===== src/rtl/assert_macros.svh =====
// assert_macros.svh: assertion macros shared by the RTL.
// Uses clk and rst_n of the module that includes it.
`ifndef ASSERT_MACROS_SVH
`define ASSERT_MACROS_SVH

// checked at every edge, reset included
`define SST_ASSERT_ALWAYS(lbl, prop, msg) \
  lbl: assert property (@(posedge clk) prop) else $error(msg);

// checked out of reset only
`define SST_ASSERT_RUN(lbl, prop, msg) \
  lbl: assert property (@(posedge clk) disable iff (!rst_n) prop) else $error(msg);

`endif


===== src/rtl/sst_pkg.sv =====
// sst_pkg: types and constants of the strided shaker sort block.
// No dependencies.
package sst_pkg;

  localparam int SST_MAX_ELEMENTS = 64;
  localparam int SST_DATA_WIDTH   = 32;
  localparam int SST_IO_WIDTH     = 32;

  typedef struct packed {
    logic signed [SST_IO_WIDTH-1:0] value;
    logic                           last;
  } sst_in_req_t;

  typedef struct packed {
    logic signed [SST_IO_WIDTH-1:0] value_res;
    logic                           last_res;
  } sst_out_res_t;

  typedef enum logic {
    SST_LOAD,
    SST_EMIT
  } sst_state_t;

  // broadcast to every cell of the chain
  typedef struct packed {
    logic load;   // insert the broadcast value in order
    logic drain;  // shift the row one place toward cell 0
  } sst_ctrl_t;

endpackage


===== src/rtl/sst_cell.sv =====
// sst_cell: one slot of the sorting row; holds one value and an occupied bit.
// Depends on sst_pkg.
module sst_cell #(
  parameter int DATA_WIDTH = sst_pkg::SST_DATA_WIDTH
) (
  input  logic                         clk,
  input  logic                         rst_n,
  input  sst_pkg::sst_ctrl_t           ctrl,
  input  logic signed [DATA_WIDTH-1:0] ins_val,
  input  logic signed [DATA_WIDTH-1:0] prev_val,
  input  logic                         prev_gt,
  input  logic                         prev_occ,
  input  logic signed [DATA_WIDTH-1:0] next_val,
  input  logic                         next_occ,
  output logic signed [DATA_WIDTH-1:0] val,
  output logic                         gt,
  output logic                         occ
);

  logic signed [DATA_WIDTH-1:0] val_r, val_nxt;
  logic                         occ_r, occ_nxt;

  assign gt  = occ_r && (val_r > ins_val);
  assign val = val_r;
  assign occ = occ_r;

  always_comb begin
    val_nxt = val_r;
    occ_nxt = occ_r;
    if (ctrl.load) begin
      // this slot or an empty one: take the left neighbor if it moves, else the new value
      if (gt || !occ_r) begin
        val_nxt = prev_gt ? prev_val : ins_val;
      end
      occ_nxt = occ_r | prev_occ;
    end else if (ctrl.drain) begin
      val_nxt = next_val;
      occ_nxt = next_occ;
    end
  end

  always_ff @(posedge clk) begin
    val_r <= val_nxt;
  end

  always_ff @(posedge clk) begin
    if (!rst_n) begin
      occ_r <= 1'b0;
    end else begin
      occ_r <= occ_nxt;
    end
  end

endmodule


===== config.mk =====
export PLATFORM = sky130hd
export DESIGN_NAME = sst_cell
export DESIGN_NICKNAME = d
export VERILOG_FILES = /design/src/rtl/assert_macros.svh /design/src/rtl/sst_pkg.sv /design/src/rtl/sst_cell.sv
export SDC_FILE = /design/constraint.sdc
export NUM_CORES = 1
export LEC_CHECK = 0
export ABC_AREA = 1
export BUFFER_PORTS_ARGS = -buffer_cell sky130_fd_sc_hd__buf_2
export CAP_MARGIN = 20
export CORE_MARGIN = 10
export CORE_UTILIZATION = 49
export DETAILED_ROUTE_END_ITERATION = 8
export PLACE_DENSITY = 0.95
export SYNTH_ARGS = -nofsm -noshare
export SYNTH_HDL_FRONTEND = slang
export SYNTH_SLANG_ARGS = --single-unit

===== constraint.sdc =====
create_clock -name clk -period 6.15 [get_ports clk]
set_clock_uncertainty 0.15 [all_clocks]
set_input_delay 0.9225 -clock clk [delete_from_list [all_inputs] [get_ports clk]]
set_output_delay 0.9225 -clock clk [all_outputs]
set_load 0.02 [all_outputs]

# After elaboration in Yosys (flattened, before gate mapping)
# Cells that the tools add are included.
# W data, S select, Z words.
# word_totals
regBits	33
inputBits	103
elab_cells	16
out_inout_bits	34
# classes
mux	6
n_lt_le_gt_ge	1
reduce_logical	5
bitwise_logic	1
n_eq_ne	1
# ops
operator	count
$mux W32	4
$gt A32 B32 Y1	1
$mux W1	2
$ne A2 B1 Y1 const B	1
$reduce_and A2 Y1	1
$reduce_bool A2 Y1	1
$logic_and A1 B1 Y1	1
$logic_not A1 Y1	1
$logic_or A1 B1 Y1	1
$or A1 B1 Y1	1

# Depth between registers and ports, before layout
# logic_depth
word_depth	5
mapped_depth	16
mapped_depth_nobuf	16

# Worst setup path before layout
# No wires, ideal clock.
# synth_path
kind	input to register
startpoint	in ins_val[31]
endpoint	reg val_r[0] (netlist: val[0]) (enable)
setup_time_ps	400
setup_slack_ps	2717
path_buffers	0
cell_stages	10
t_required_ps	5600
arrival_time_ps	2883
cell_sequence	inv_1 > ha_1 > a21oi_1 > o21a_1 > nand2_1 > a21oi_1 > nand2_1 > nand2_1 > nand3_2 > a21oi_2
# synth_between
elab_chain_cells	5
# synth_rtl
element	line	source
start, declared	sst_cell.sv:9	input logic signed [DATA_WIDTH-1:0] ins_val,
$gt A32 B32 Y1	sst_cell.sv:23	assign gt = occ_r && (val_r > ins_val);
$logic_and A1 B1 Y1	sst_cell.sv:23	
$logic_or A1 B1 Y1	sst_cell.sv:32	if (gt || !occ_r) begin
$ne A2 B1 Y1 (no line)	--	
$reduce_and A2 Y1 (no line)	--	
end signal, assigned	sst_cell.sv:43	val_r <= val_nxt;
end, declared	sst_cell.sv:20	logic signed [DATA_WIDTH-1:0] val_r, val_nxt;
# No other way between the ends.
# A chain may end at the register's enable or synchronous reset.

# Final worst setup path
# layout_path
startpoint	in ins_val[19]
endpoint	out gt
# layout_between
elab_chain_cells	2
# layout_rtl
element	line	source
$gt A32 B32 Y1	sst_cell.sv:23	
$logic_and A1 B1 Y1	sst_cell.sv:23	
end, declared	sst_cell.sv:16	output logic gt,
# No other way between the ends.

==> metrics.txt <==
# TYPE chip_impl_metric gauge
chip_impl_metric{name="grt_overflow",unit=""} 0
chip_impl_info{name="reg2reg_to",value="val[15]$_DFFE_PP_"} 1
chip_impl_metric{name="ant_nets",unit=""} 0
chip_impl_metric{name="min_period_over_period",unit=""} 0.573
chip_impl_metric{name="post_cts_hold_buffers",unit=""} 0
chip_impl_info{name="hold_path.startpoint",value="occ$_SDFFE_PN0P_"} 1
chip_impl_info{name="critical_path_class",value="input port to primary output"} 1
chip_impl_metric{name="cellLeakagePower",unit="nW"} 1.81
chip_impl_metric{name="worstPathMaxFanout",unit=""} 2
chip_impl_metric{name="design.final.nets",unit=""} 599
chip_impl_metric{name="fp.dieW",unit="microns"} 91.9
chip_impl_metric{name="synthArstFlopShare",unit=""} 0
chip_impl_metric{name="htree_num_levels",unit=""} 2
chip_impl_metric{name="use_met1",unit=""} 0.216
chip_impl_metric{name="dpl.hpwl",unit="microns"} 6800
chip_impl_metric{name="cts_inserted_buffers",unit=""} 5
chip_impl_metric{name="synth_enable_flop_cells",unit=""} 32
chip_impl_info{name="end_kind",value="primary output"} 1
chip_impl_metric{name="overall_track_demand_over_capacity_in_global_routing",unit=""} 0.197
chip_impl_metric{name="timing.setup.tns",unit="ps"} 0
chip_impl_metric{name="fmaxAchievable",unit="GHz"} 0.284
chip_impl_metric{name="setup_viol",unit=""} 0
chip_impl_metric{name="pwr_density_cell",unit="nW/um^2"} 203
chip_impl_info{name="outcome",value="finished clean"} 1
chip_impl_metric{name="fp-row-count",unit=""} 26
chip_impl_metric{name="grt_use_met2",unit=""} 0.360
chip_impl_info{name="grt_setup_unrepaired",value="false"} 1
chip_impl_metric{name="antenna-diode-count",unit=""} 0
chip_impl_metric{name="synth-seq-area-share",unit=""} 0.388
chip_impl_metric{name="fp.dieArea",unit="sq um"} 8440
chip_impl_metric{name="syn_to_final_growth",unit="%"} 33.8
chip_impl_metric{name="first_global_vias",unit=""} 2944
chip_impl_metric{name="period_needed",unit="ps"} 3520
chip_impl_metric{name="finalHoldViolations",unit=""} 0
chip_impl_metric{name="post_synth_instance_area",unit="sq um"} 2530
chip_impl_metric{name="synth_cells",unit=""} 331
chip_impl_metric{name="port_buffers",unit=""} 136
chip_impl_info{name="min_delay_worst_endpoint",value="occ$_SDFFE_PN0P_"} 1
chip_impl_metric{name="detail_route.wirelength",unit="microns"} 8690
chip_impl_metric{name="dr_total_vias",unit=""} 2799
chip_impl_metric{name="timing.max_slew.rel_slack",unit=""} 0.301
chip_impl_info{name="ys_dominant_reg_cell",value="sky130_fd_sc_hd__edfxtp_1"} 1
chip_impl_metric{name="detailed_place.area",unit="sq um"} 3260
chip_impl_info{name="cts_tree",value="done"} 1
chip_impl_metric{name="antenna_found_initial",unit=""} 0
chip_impl_info{name="worstHoldPathType",value="flip-flop to flip-flop"} 1
chip_impl_info{name="grt.busiest_layer",value="met2"} 1
chip_impl_metric{name="grt_pass1_wl",unit="microns"} 13800
chip_impl_metric{name="post_synth_num_cell_types",unit=""} 21
chip_impl_metric{name="initial_core_util",unit=""} 0.502
chip_impl_metric{name="hold-path-cell-count",unit=""} 3
chip_impl_metric{name="detailedRoute.firstIterationViolations",unit=""} 139
chip_impl_metric{name="cp_arrival",unit="ps"} 2450
chip_impl_metric{name="drv_cap",unit=""} 0
chip_impl_metric{name="postCtsSetupRepairBufs",unit=""} 0
chip_impl_metric{name="yosys_warnings",unit=""} 0
chip_impl_metric{name="routed_wire_length_per_instance",unit="microns"} 16.3
chip_impl_metric{name="vdd_ir_drop_max",unit="V"} 0.000122
chip_impl_metric{name="report.power.total",unit="W"} 0.000688
chip_impl_metric{name="ctsLongestPathBuffers",unit=""} 2
chip_impl_metric{name="worst_hold_slack",unit="ps"} 476
chip_impl_metric{name="grtUsageMet3",unit=""} 0.0375
chip_impl_metric{name="synth_area_per_cell",unit="sq um"} 7.65
chip_impl_metric{name="drt-pass1-iter-count",unit=""} 4
chip_impl_metric{name="synth_fp_nets",unit=""} 466
chip_impl_metric{name="ffs_latches_synth",unit=""} 33
chip_impl_metric{name="worst-slew-pin-transition",unit="ps"} 1050
chip_impl_metric{name="layout.cells.non_filler",unit=""} 534
chip_impl_metric{name="cp_data_required_time",unit="ps"} 5080
chip_impl_metric{name="clock_latency_on_the_worst_skew_pair",unit="ps"} 280
chip_impl_metric{name="num_io_pins",unit=""} 137
chip_impl_metric{name="timing.reg2reg.worst_path_depth",unit=""} 13
chip_impl_info{name="r2r-start",value="val[19]$_DFFE_PP_"} 1
chip_impl_metric{name="post_route_cells_drive_above_1_share",unit=""} 0.321
chip_impl_metric{name="die_height",unit="microns"} 91.9
chip_impl_info{name="clockRootBuffer",value="sky130_fd_sc_hd__clkbuf_8"} 1
chip_impl_metric{name="coreArea",unit="sq um"} 5040
chip_impl_metric{name="stdcell_area",unit="sq um"} 3390
chip_impl_metric{name="avgViaCountPerCell",unit=""} 5.24
chip_impl_metric{name="worst_setup_hold_path_clk_slew",unit="ps"} 60
chip_impl_metric{name="placed_cells_incl_taps",unit=""} 525
chip_impl_metric{name="grt_start_max_net_pins",unit=""} 36
chip_impl_metric{name="gp_congestion",unit=""} 0.840
chip_impl_metric{name="max_transition_viols_final",unit=""} 0
chip_impl_metric{name="setup.reg_to_reg.worst_slack",unit="ps"} 3570
chip_impl_info{name="start_kind",value="input port"} 1
chip_impl_metric{name="clkSinkCount",unit=""} 33
chip_impl_metric{name="cts_repair_resize_count",unit=""} 0
chip_impl_metric{name="drc",unit=""} 0
per-layer routing:
layer / wire (microns) / vias up
li1: - / 1362
met1: 3360 / 1285
met2: 4530 / 129
met3: 530 / 23
met4: 273 / 0
met5: 0 / -
power breakdown:
group | switching (W) | leakage, nW | internal [W] | total (W)
Sequential | 0.0000150 | 0.335 | 0.000280 | 0.000295
Combinational | 0.000143 | 1.44 | 0.0000930 | 0.000236
Clock | 0.0000806 | 0.0387 | 0.0000764 | 0.000157
Total | 0.000238 | 1.81 | 0.000450 | 0.000688
layout by cell type (no fill, tap or decap):
cell,instances
sky130_fd_sc_hd__o21ai_0,66
sky130_fd_sc_hd__a21oi_1,14
sky130_fd_sc_hd__o21ai_1,1
sky130_fd_sc_hd__nor2_1,43
sky130_fd_sc_hd__buf_2,136
sky130_fd_sc_hd__a21oi_4,1
sky130_fd_sc_hd__a21o_1,1
sky130_fd_sc_hd__clkbuf_1,1
sky130_fd_sc_hd__o21a_1,2
sky130_fd_sc_hd__nand3_1,2
sky130_fd_sc_hd__o211a_1,1
sky130_fd_sc_hd__clkbuf_8,5
sky130_fd_sc_hd__ha_1,32
sky130_fd_sc_hd__nand2_2,1
sky130_fd_sc_hd__edfxtp_1,32
sky130_fd_sc_hd__buf_12,1
sky130_fd_sc_hd__dfxtp_1,1
sky130_fd_sc_hd__nand2_1,72
sky130_fd_sc_hd__clkinv_1,3
sky130_fd_sc_hd__nand3_2,1
sky130_fd_sc_hd__buf_16,1
sky130_fd_sc_hd__nand4_1,1
sky130_fd_sc_hd__inv_1,43
sky130_fd_sc_hd__nor2_2,2
sky130_fd_sc_hd__nand4_2,1
registers in the layout (all words and copies together), names as in the netlist:
register	flops
val	32
occ	1
cells by family (layout without fill, tap and decap cells):
logic type	Yosys count	after routing	synth area share
AOI/OAI and AO/OA	86	86	0.176
and+or+nand+nor	123	123	0.193
DFF	33	33	0.388
buffers and inverters	57	190	0.0845
adders and majority gates	32	32	0.158
per-stage QoR:
stage	util	setup WS, ps
4_1_cts	0.662	2620
6_report	0.671	2630
2_1_floorplan	-	2720
3_5_place_dp	0.647	2540
3_3_place_gp	0.647	2600
5_1_grt	0.671	2450
Yosys cell counts, types with 2 or more instances:
library cell	number	area share
sky130_fd_sc_hd__a21oi_1	14	0.028
sky130_fd_sc_hd__o21a_1	2	0.0059
sky130_fd_sc_hd__o21ai_0	66	0.13
sky130_fd_sc_hd__nand2_1	72	0.11
sky130_fd_sc_hd__nor2_1	43	0.064
sky130_fd_sc_hd__nand3_1	2	0.0040
sky130_fd_sc_hd__edfxtp_1	32	0.38
sky130_fd_sc_hd__inv_1	43	0.064
sky130_fd_sc_hd__nor2_2	2	0.0049
sky130_fd_sc_hd__clkinv_1	2	0.0030
sky130_fd_sc_hd__clkbuf_1	12	0.018
sky130_fd_sc_hd__ha_1	32	0.16
worst max path at each step:
stage | from | endpoint | depth (start not counted) | slack (ps)
3_3_place_gp | ins_val[31] | gt | 12 | 2600
6_report | ins_val[19] | gt | 15 | 2630
5_1_grt | ins_val[19] | gt | 15 | 2450
4_1_cts | ins_val[19] | gt | 15 | 2620
2_1_floorplan | ins_val[31] | val[0]$_DFFE_PP_ | 10 | 2720
3_5_place_dp | ins_val[31] | val[24]$_DFFE_PP_ | 11 | 2540
worst max-delay path, cell delays in order:
cell and delay [ps]:
sky130_fd_sc_hd__buf_2 90, sky130_fd_sc_hd__inv_1 40, sky130_fd_sc_hd__ha_1 310, sky130_fd_sc_hd__nand2_1 80, sky130_fd_sc_hd__inv_1 50, sky130_fd_sc_hd__nand2_1 60
sky130_fd_sc_hd__nand2_1 50, sky130_fd_sc_hd__nand2_1 60, sky130_fd_sc_hd__nand2_1 70, sky130_fd_sc_hd__a21oi_1 190, sky130_fd_sc_hd__nand2_1 70, sky130_fd_sc_hd__nand2_1 70
sky130_fd_sc_hd__nand3_2 90, sky130_fd_sc_hd__nor2_1 100, sky130_fd_sc_hd__buf_2 190
layout make-up:
type	instances	area (sq um)
multi-input cells	241	1340
inverters	45	169
fillers	398	1660
clock buffers	6	72.6
clock inverters	1	3.75
well taps	70	87.6
repair buffers	138	728
flip-flops and latches	33	981
No activity file was read; power rests on OpenSTA's default activity.
